--- config.mk ---
export PLATFORM = sky130hd
export DESIGN_NAME = dxt_texel_decoder_dithered_flat
export DESIGN_NICKNAME = d
export VERILOG_FILES = /design/src/dxtd_pkg.sv /design/src/dxtd_req_if.sv /design/src/dxtd_rsp_if.sv /design/src/dxtd_decode.sv /design/src/dxt_texel_decoder_dithered.sv /design/src/flat_wrapper.sv
export SDC_FILE = /design/constraint.sdc
export NUM_CORES = 1
export LEC_CHECK = 0
export ABC_CLOCK_PERIOD_IN_PS = 5600
export BUFFER_PORTS_ARGS = -buffer_cell sky130_fd_sc_hd__buf_2
export CAP_MARGIN = 20
export CORE_MARGIN = 2
export CORE_UTILIZATION = 30
export CTS_CLUSTER_DIAMETER = 40
export DETAILED_ROUTE_END_ITERATION = 10
export GPL_TIMING_DRIVEN = 0
export PLACE_DENSITY = 0.49
export SYNTH_ARGS = -nofsm -noshare
export SYNTH_HDL_FRONTEND = slang
export SYNTH_SLANG_ARGS = --single-unit
--- constraint.sdc ---
create_clock -name clock -period 5.6 [get_ports clock]
set_input_delay 0.56 -clock clock [delete_from_list [all_inputs] [get_ports clock]]
set_output_delay 0.56 -clock clock [all_outputs]
set_load 0.005 [all_outputs]
--- src/dxtd_pkg.sv ---
// Shared types, codes and helper functions for the DXT texel decoder.
`default_nettype none

package dxtd_pkg;

   typedef enum logic [1:0] {
      FMT_DXT1_OPAQUE = 2'd0,
      FMT_DXT1_ALPHA  = 2'd1,
      FMT_DXT3        = 2'd2,
      FMT_DXT5        = 2'd3
   } format_type;

   // colour codes
   localparam logic [1:0] CCODE_C0    = 2'd0;
   localparam logic [1:0] CCODE_C1    = 2'd1;
   localparam logic [1:0] CCODE_BLACK = 2'd3;

   // DXT5 alpha codes
   localparam logic [2:0] ACODE_A0    = 3'd0;
   localparam logic [2:0] ACODE_A1    = 3'd1;
   localparam logic [2:0] ACODE_ZERO  = 3'd6;
   localparam logic [2:0] ACODE_FULL  = 3'd7;

   localparam logic [7:0] ALPHA_OPAQUE = 8'hFF;
   localparam logic [7:0] ALPHA_CLEAR  = 8'h00;

   typedef struct packed {
      logic [1:0]  texel_x;
      logic [1:0]  texel_y;
      logic [63:0] color_block;
      logic [63:0] alpha_block;
   } request_type;

   typedef struct packed {
      logic [7:0] red;
      logic [7:0] green;
      logic [7:0] blue;
      logic [7:0] alpha;
   } texel_type;

   function automatic logic [7:0] widen5(input logic [4:0] v);
      return {v, v[4:2]};
   endfunction

   function automatic logic [7:0] widen6(input logic [5:0] v);
      return {v, v[5:4]};
   endfunction

endpackage

`default_nettype wire

--- src/dxtd_req_if.sv ---
// Request channel: texel position and the two halves of a compressed block.
`default_nettype none

interface dxtd_req_if;
   logic        valid;
   logic        ready;
   logic [1:0]  texel_x;
   logic [1:0]  texel_y;
   logic [63:0] color_block;
   logic [63:0] alpha_block;

   modport source (output valid, output texel_x, output texel_y,
                   output color_block, output alpha_block, input ready);
   modport sink   (input valid, input texel_x, input texel_y,
                   input color_block, input alpha_block, output ready);
endinterface

`default_nettype wire

--- src/dxtd_rsp_if.sv ---
// Response channel: one decoded RGBA8888 texel.
`default_nettype none

interface dxtd_rsp_if;
   logic       valid;
   logic       ready;
   logic [7:0] red;
   logic [7:0] green;
   logic [7:0] blue;
   logic [7:0] alpha;

   modport source (output valid, output red, output green, output blue,
                   output alpha, input ready);
   modport sink   (input valid, input red, input green, input blue,
                   input alpha, output ready);
endinterface

`default_nettype wire

--- src/dxtd_decode.sv ---
// Combinational decode of one texel from a registered request.
`default_nettype none

module dxtd_decode import dxtd_pkg::*; (
   input  format_type  block_format,
   input  request_type req,
   output texel_type   texel
);

   logic [3:0]  pos;
   logic        odd;
   logic [15:0] c0;
   logic [15:0] c1;
   logic [1:0]  ccode;
   logic [15:0] colour;
   logic        is_dxt1;
   logic [7:0]  alpha_dxt1;
   logic [3:0]  nibble;
   logic [5:0]  acode_idx;
   logic [2:0]  acode;
   logic [7:0]  a0;
   logic [7:0]  a1;
   logic [7:0]  alpha_dxt5;
   logic [31:0] codes;
   logic [47:0] acodes;

   assign pos     = {req.texel_y, req.texel_x};
   assign odd     = req.texel_x[0] ^ req.texel_y[0];
   assign c0      = req.color_block[15:0];
   assign c1      = req.color_block[31:16];
   assign codes   = req.color_block[63:32];
   assign ccode   = codes[{pos, 1'b0} +: 2];
   assign is_dxt1 = (block_format == FMT_DXT1_OPAQUE) || (block_format == FMT_DXT1_ALPHA);

   // 3*pos as shift-add
   assign acode_idx = {2'b00, pos} + {1'b0, pos, 1'b0};
   assign acodes    = req.alpha_block[63:16];
   assign acode     = acodes[acode_idx +: 3];
   assign a0        = req.alpha_block[7:0];
   assign a1        = req.alpha_block[15:8];
   assign nibble    = req.alpha_block[{pos, 2'b00} +: 4];

   always_comb begin
      colour     = c0;
      alpha_dxt1 = ALPHA_OPAQUE;
      if (ccode == CCODE_C1) begin
         colour = c1;
      end else if (ccode == CCODE_BLACK && is_dxt1 && c1 > c0) begin
         colour = '0;
         if (block_format == FMT_DXT1_ALPHA) begin
            alpha_dxt1 = ALPHA_CLEAR;
         end
      end else if (ccode != CCODE_C0 && odd) begin
         colour = c1;
      end
   end

   always_comb begin
      case (acode)
         ACODE_A0:   alpha_dxt5 = a0;
         ACODE_A1:   alpha_dxt5 = a1;
         ACODE_ZERO: alpha_dxt5 = ALPHA_CLEAR;
         ACODE_FULL: alpha_dxt5 = ALPHA_OPAQUE;
         default:    alpha_dxt5 = odd ? a1 : a0;
      endcase
   end

   always_comb begin
      texel.red   = widen5(colour[15:11]);
      texel.green = widen6(colour[10:5]);
      texel.blue  = widen5(colour[4:0]);
      case (block_format)
         FMT_DXT3: texel.alpha = {nibble, nibble};
         FMT_DXT5: texel.alpha = alpha_dxt5;
         default:  texel.alpha = alpha_dxt1;
      endcase
   end

endmodule

`default_nettype wire

--- src/dxt_texel_decoder_dithered.sv ---
// Top level of the DXT1/DXT3/DXT5 texel decoder without interpolation.
//
// Usage:
//  - req_chan (sink): one transfer carries a texel position (x, y) and the
//    colour and alpha halves of its 4x4 block as little-endian 64-bit words.
//  - rsp_chan (source): one transfer per request, the texel as RGBA8888,
//    in request order.
//  - csr_wr_en / csr_wr_data: writes the block format (0 DXT1 opaque,
//    1 DXT1 with alpha, 2 DXT3, 3 DXT5). Write it only while the block
//    holds no request in flight.
//
// Path: a request transfer is captured in the input register, then decoded
// into the result register, which drives rsp_chan.
// Throughput: one texel per clock while rsp_chan.ready stays high; a request
// transfer is taken in every cycle in which the input register is empty or
// the result register will be free or emptied.
// Stall: when rsp_chan.ready is low the result holds, the input register
// fills behind it and req_chan.ready drops; nothing is lost or repeated.
// Reset (synchronous, active high): both stages empty, format DXT1 opaque.
`default_nettype none

module dxt_texel_decoder_dithered import dxtd_pkg::*; (
   input  wire logic       clock,
   input  wire logic       reset,
   dxtd_req_if.sink        req_chan,
   dxtd_rsp_if.source      rsp_chan,
   input  wire logic       csr_wr_en,
   input  wire logic [1:0] csr_wr_data
);

   format_type  format_ff, format_in;

   logic        s1_valid_ff, s1_valid_in;
   request_type s1_req_ff, s1_req_in;
   logic        s2_valid_ff, s2_valid_in;
   texel_type   s2_texel_ff, s2_texel_in;

   logic        s2_free;
   logic        s1_free;
   texel_type   decoded;

   // Result register frees when empty or when its transfer happens now;
   // the input register frees when empty or when it moves on.
   assign s2_free = !s2_valid_ff || rsp_chan.ready;
   assign s1_free = !s1_valid_ff || s2_free;

   assign req_chan.ready = s1_free;

   always_comb begin
      format_in = csr_wr_en ? format_type'(csr_wr_data) : format_ff;

      s1_valid_in = s1_free ? req_chan.valid : s1_valid_ff;
      s1_req_in   = s1_req_ff;
      if (s1_free && req_chan.valid) begin
         s1_req_in.texel_x     = req_chan.texel_x;
         s1_req_in.texel_y     = req_chan.texel_y;
         s1_req_in.color_block = req_chan.color_block;
         s1_req_in.alpha_block = req_chan.alpha_block;
      end

      s2_valid_in = s2_free ? s1_valid_ff : s2_valid_ff;
      s2_texel_in = (s2_free && s1_valid_ff) ? decoded : s2_texel_ff;
   end

   dxtd_decode u_decode (
      .block_format (format_ff),
      .req          (s1_req_ff),
      .texel        (decoded)
   );

   always_ff @(posedge clock) begin
      if (reset) begin
         format_ff   <= FMT_DXT1_OPAQUE;
         s1_valid_ff <= 1'b0;
         s2_valid_ff <= 1'b0;
      end else begin
         format_ff   <= format_in;
         s1_valid_ff <= s1_valid_in;
         s2_valid_ff <= s2_valid_in;
      end
   end

   // payload: no reset
   always_ff @(posedge clock) begin
      s1_req_ff   <= s1_req_in;
      s2_texel_ff <= s2_texel_in;
   end

   assign rsp_chan.valid = s2_valid_ff;
   assign rsp_chan.red   = s2_texel_ff.red;
   assign rsp_chan.green = s2_texel_ff.green;
   assign rsp_chan.blue  = s2_texel_ff.blue;
   assign rsp_chan.alpha = s2_texel_ff.alpha;

endmodule

`default_nettype wire
--- src/flat_wrapper.sv ---
// flat-port wrapper written by rule: the top's interface ports become plain ports
module dxt_texel_decoder_dithered_flat import dxtd_pkg::*;
  (clock, reset, csr_wr_en, csr_wr_data, req_chan_valid, req_chan_texel_x, req_chan_texel_y, req_chan_color_block, req_chan_alpha_block, req_chan_ready, rsp_chan_valid, rsp_chan_red, rsp_chan_green, rsp_chan_blue, rsp_chan_alpha, rsp_chan_ready);
  dxtd_req_if req_chan_i ();
  dxtd_rsp_if rsp_chan_i ();
  input  wire logic clock;
  input  wire logic reset;
  input  wire logic csr_wr_en;
  input  wire logic [1:0] csr_wr_data;
  input wire logic [$bits(req_chan_i.valid)-1:0] req_chan_valid;
  input wire logic [$bits(req_chan_i.texel_x)-1:0] req_chan_texel_x;
  input wire logic [$bits(req_chan_i.texel_y)-1:0] req_chan_texel_y;
  input wire logic [$bits(req_chan_i.color_block)-1:0] req_chan_color_block;
  input wire logic [$bits(req_chan_i.alpha_block)-1:0] req_chan_alpha_block;
  output wire logic [$bits(req_chan_i.ready)-1:0] req_chan_ready;
  output wire logic [$bits(rsp_chan_i.valid)-1:0] rsp_chan_valid;
  output wire logic [$bits(rsp_chan_i.red)-1:0] rsp_chan_red;
  output wire logic [$bits(rsp_chan_i.green)-1:0] rsp_chan_green;
  output wire logic [$bits(rsp_chan_i.blue)-1:0] rsp_chan_blue;
  output wire logic [$bits(rsp_chan_i.alpha)-1:0] rsp_chan_alpha;
  input wire logic [$bits(rsp_chan_i.ready)-1:0] rsp_chan_ready;
  assign req_chan_i.valid = req_chan_valid;
  assign req_chan_i.texel_x = req_chan_texel_x;
  assign req_chan_i.texel_y = req_chan_texel_y;
  assign req_chan_i.color_block = req_chan_color_block;
  assign req_chan_i.alpha_block = req_chan_alpha_block;
  assign req_chan_ready = req_chan_i.ready;
  assign rsp_chan_valid = rsp_chan_i.valid;
  assign rsp_chan_red = rsp_chan_i.red;
  assign rsp_chan_green = rsp_chan_i.green;
  assign rsp_chan_blue = rsp_chan_i.blue;
  assign rsp_chan_alpha = rsp_chan_i.alpha;
  assign rsp_chan_i.ready = rsp_chan_ready;
  dxt_texel_decoder_dithered u_core (.clock(clock), .reset(reset), .req_chan(req_chan_i), .rsp_chan(rsp_chan_i), .csr_wr_en(csr_wr_en), .csr_wr_data(csr_wr_data));
endmodule
; After elaboration in Yosys (flattened, before gate mapping)
; Index checks and enable logic that the tools add are counted.
[op_classes]
mul = 0
shifts = 3
reduce_logical = 13
bitwise = 1
n_lt_le_gt_ge = 1
addsub = 1
eq_ne = 8
mux = 9
div = 0
[ops]
columns = op, n
row1 = $shiftx 64x7->4, 1
row2 = $mux 16, 3
row3 = $shiftx 48x7->3, 1
row4 = $mux 8, 4
row5 = $pmux 8 s4, 1
row6 = $shiftx 32x6->2, 1
row7 = $gt 16x16->1, 1
row8 = $pmux 8 s2, 1
row9 = $add 4x5->6, 1
row10 = $eq 2x2->1 const B, 3
row11 = $eq 3x3->1 const B, 2
row12 = $logic_and 1x1->1, 5
row13 = $eq 2x1->1 const B, 2
row14 = $eq 3x1->1 const B, 1
row15 = $logic_not 3->1, 1
row16 = $logic_or 1x1->1, 3
row17 = $logic_not 1->1, 2
row18 = $logic_not 2->1, 1
row19 = $reduce_bool 2->1, 1
row20 = $xor 1x1->1, 1
[word_totals]
word_cells = 47
out_inout_bits = 34
memories = 0
in_bits = 139
ramBits = 0
register_bits = 168
latch_bits = 0
mem_bits_ro = 0

; Longest topological paths before layout
[logic_depth]
word_depth = 7
depth_mapped = 16
depth_no_buf = 11

; Hierarchy
; From an unflattened synthesis, not the netlist that was laid out.
[unflattened]
cells_unflattened = 526
area_unflattened_um2 = 8478.1
[by_module_without_submodules]
columns = mod, cells_per_inst, seq_area_each_um2, area_per_inst_um2, instances
row1 = dxt_texel_decoder_dithered, 180, 5004.8, 5096.1, 1
row2 = dxtd_decode, 346, 0.0, 3382.0, 1

; Worst setup path after synthesis
; No wires, ideal clock.
[synth_path]
kind = reg2reg
from = reg u_core.s1_req_ff[131] in the netlist's numbering
to = reg u_core.s2_texel_ff (netlist bit u_core.rsp_chan.alpha[6]), data pin
path_buffers = 5
setup_slack_ns = 1.250
t_required_ns = 5.341
setup_time_ns = 0.259
t_arrival_ns = 4.092
synth_period_minus_slack_ns = 4.350
path_stages_with_launch = 16
cell_sequence = edfxtp_1 clkbuf_1 buf_2 clkbuf_1 inv_1 fa_1 buf_6 buf_4 mux2_2 mux2_2 mux2i_1 o32ai_2 a221o_4 xor2_4 a32oi_1 a211o_1
[synth_lines]
columns = item, line
row1 = from (decl), dxt_texel_decoder_dithered.sv:34  ; request_type s1_req_ff, s1_req_in;
row2 = from (signal assigned), dxt_texel_decoder_dithered.sv:85  ; s1_req_ff <= s1_req_in;
row3 = to (signal assigned), dxt_texel_decoder_dithered.sv:86  ; s2_texel_ff <= s2_texel_in;
row4 = to (decl), dxt_texel_decoder_dithered.sv:36  ; texel_type s2_texel_ff, s2_texel_in;

==> impl_metrics.ini <==
[status]
status = finished, final reports clean

[pwr]
p_switching_mw = 0.836
power_mw = 3.23
clockPowerShare_pct = 37.2
pwr-share-comb_pct = 18.2
netSwitchingFraction_pct = 25.8
power.internal_mw = 2.40
p_leak_nw = 3.98
p_seq_share_pct = 44.6
vdd.ir_drop.worst_v = 0.000181
pwr_density_cell_mw_per_mm2 = 320

[floorplan]
ios = 173
die_y_um = 169
fp-row-count = 60
dieArea_mm2 = 0.0285
die_w_um = 169
fp.coreArea_mm2 = 0.0268
initial_core_util_pct = 30.4

[layout]
nets = 849
mostFrequentLayoutCell = buf_2
layout-drive-gt1-share_pct = 42.4
syn2layout_area_growth_pct = 23.8
final_cell_area_mm2 = 0.0101
most-common-layout-cells = 175 x buf_2, 156 x edfxtp_1, 48 x mux2i_1

[yosys]
synth.avg_cell_area_um2 = 16.4
syn-cell-area_mm2 = 0.00816
synthXorXnorAreaFrac_pct = 0.997
synthMuxAreaShare_pct = 21.6
synth-compound-area-share_pct = 5.81
synthArstFlopShare_pct = 0
synth_cells = 497
synthFlopType = edfxtp_1
synth_cell_type_count = 57
synth_top_family_by_area = multiplexers
synth_warnings = 0
ys_ff_latch = 160
yosys.area_share.simple_pct = 5.50
synth_adder_area_share_pct = 3.31
yosysSeqAreaShare_pct = 58.4
synth-edff-count = 156
syn_nets = 657

[placed_design]
pre_cts_ws_ps = 226
place_area_mm2 = 0.00951
dp_hpwl_mm = 14.9
routabilityCongestion = 0.852
portBuffers = 172

[setup_path]
cp-end-kind = register
startpoint_type = register
worstPathArrival_ps = 5100
worstPathRequired_ps = 5770
critPathMaxFanout = 19
crit_type = register to register

[sta]
timing.hold.ws_ps = 298
skew_ps = 12.4
clock.fmax_ghz = 0.203
min_period_ps = 4930
tightest_slew_ps = 990
drv_slew = 0
rsz0062_at_grt = no
setup_tns_ps = 0
finalHoldViolCount = 0
setup_viol = 0
period_share_pct = 88.0
fin_ws_ps = 673
maxSlewHeadroom_pct = 33.8

[global_routing]
antenna_found_initial = 1
grt_pass1_vias = 5266
grt_pass1_wl_mm = 30.0
grt_overflow = 0
grt_usage_pct = 14.0
grt_max_degree = 75

[detailed_routing]
wl_mm = 19.9
drt_iter0_markers = 478
wire_per_inst_um = 19.0
num_vias = 5070
ant_nets = 0
drt-pass1-iter-count = 5
route.detailed.drc = 0
vias_per_cell = 4.86

[clock_network]
clock_path_buffers = 2
ctsHtreeMaxLevel = 4
cts_tree = built
ctsResizeCount = 0
clk_pin_slew_ps = 70
ctsHoldBuffers = 0
insertion_delay_ps = 430
clock_sink_count = 160
post_cts_buffers = 0
numCtsBuffers = 17
clockRootBuffer = clkbuf_16

[hold_path]
holdCritPathClass = input pin to register

[flow_run]
drv_cap = 0
[cell usage after synthesis (6+ instances only)]
library cell / number / area [um^2]
edfxtp_1: 156 / 4680
mux2i_1: 48 / 480
mux4_2: 41 / 923
nor2_1: 30 / 113
nand2_1: 26 / 97.6
inv_1: 24 / 90.1
ha_1: 20 / 250
buf_4: 11 / 82.6
a21oi_1: 10 / 50.1
a211o_1: 9 / 78.8
a32oi_1: 9 / 78.8
mux2_2: 9 / 101
mux4_1: 9 / 236
buf_6: 7 / 78.8
o21ai_0: 7 / 35.0
nand3_1: 6 / 30.0
[routing by layer]
| metal | track usage, % | part of all wire, % | wire length, um | vias to the layer above |
|---|---|---|---|---|
| met4 | 4.87 | 1.7 | 342 | 0 |
| li1 | - | - | - | 2371 |
| met1 | 17.9 | 43 | 8600 | 2477 |
| met2 | 23.7 | 49 | 9810 | 201 |
| met5 | 0 | 0 | 0 | - |
| met3 | 2.90 | 5.5 | 1100 | 21 |
[state kept, by name, indices dropped and copies added, names as in the netlist]
name / flops
u_core.format_ff: 2
u_core.rsp_chan.alpha: 8
u_core.rsp_chan.blue: 5
u_core.rsp_chan.green: 6
u_core.rsp_chan.red: 5
u_core.rsp_chan.valid: 1
u_core.s1_req_ff: 132
u_core.s1_valid_ff: 1
[area by class of cell]
type / count / area (um^2)
clock inverters: 13 / 163
diodes: 2 / 5.00
flip-flops and latches: 160 / 4760
repair buffers: 174 / 916
well taps: 341 / 427
multi-input cells: 283 / 3040
fillers: 2506 / 16700
clock buffers: 18 / 429
inverters: 24 / 90.1
plain buffers: 29 / 263
[critical path: stages, from the launching register on]
cell	delay (ps)
edfxtp_1	380
clkbuf_1	390
buf_2	580
inv_1	140
fa_1	570
buf_6	180
buf_4	240
mux2_2	370
mux2_2	260
mux2i_1	180
o32ai_2	140
a221o_4	440
xor2_4	280
a32oi_1	160
a211o_1	330
[path summary, 6_finish.rpt]
path                       startpoint                  endpoint  slack, ps  cells after the start
min reg2reg        u_core.s1_valid_ff     u_core.rsp_chan.valid        530                      2
max             u_core.s1_req_ff[131]  u_core.rsp_chan.alpha[7]        670                     14
min          req_chan_alpha_block[20]      u_core.s1_req_ff[20]        300                      1
max reg2reg     u_core.s1_req_ff[131]  u_core.rsp_chan.alpha[7]        670                     14
[power by group through the flow]
stage	logic, mW	registers [mW]	clock network [mW]
floorplan	0.417	1.46	0
global placement	0.579	1.48	0
detailed placement	0.592	1.47	0
CTS	0.595	1.44	1.23
global route	0.642	1.45	1.28
finish	0.588	1.44	1.20
[cell families after synthesis]
| kind of cell | Yosys count |
|---|---|
| adders and majority gates | 21 |
| AOI/OAI and AO/OA | 58 |
| muxes | 108 |
| DFF | 160 |
| and+or+nand+nor | 91 |
| buffers and inverters | 54 |
| xor gates and xnor gates | 5 |
[stage by stage]
| step | utilization, % | cells |
|---|---|---|
| 2_1_floorplan | - | 497 |
| 3_3_place_gp | 35.3 | 1010 |
| 3_5_place_dp | 35.5 | 1012 |
| 4_1_cts | 37.7 | 1043 |
| 5_1_grt | 37.7 | 1043 |
| 6_report | 37.7 | 1044 |
(Power assumes the default switching activity.)
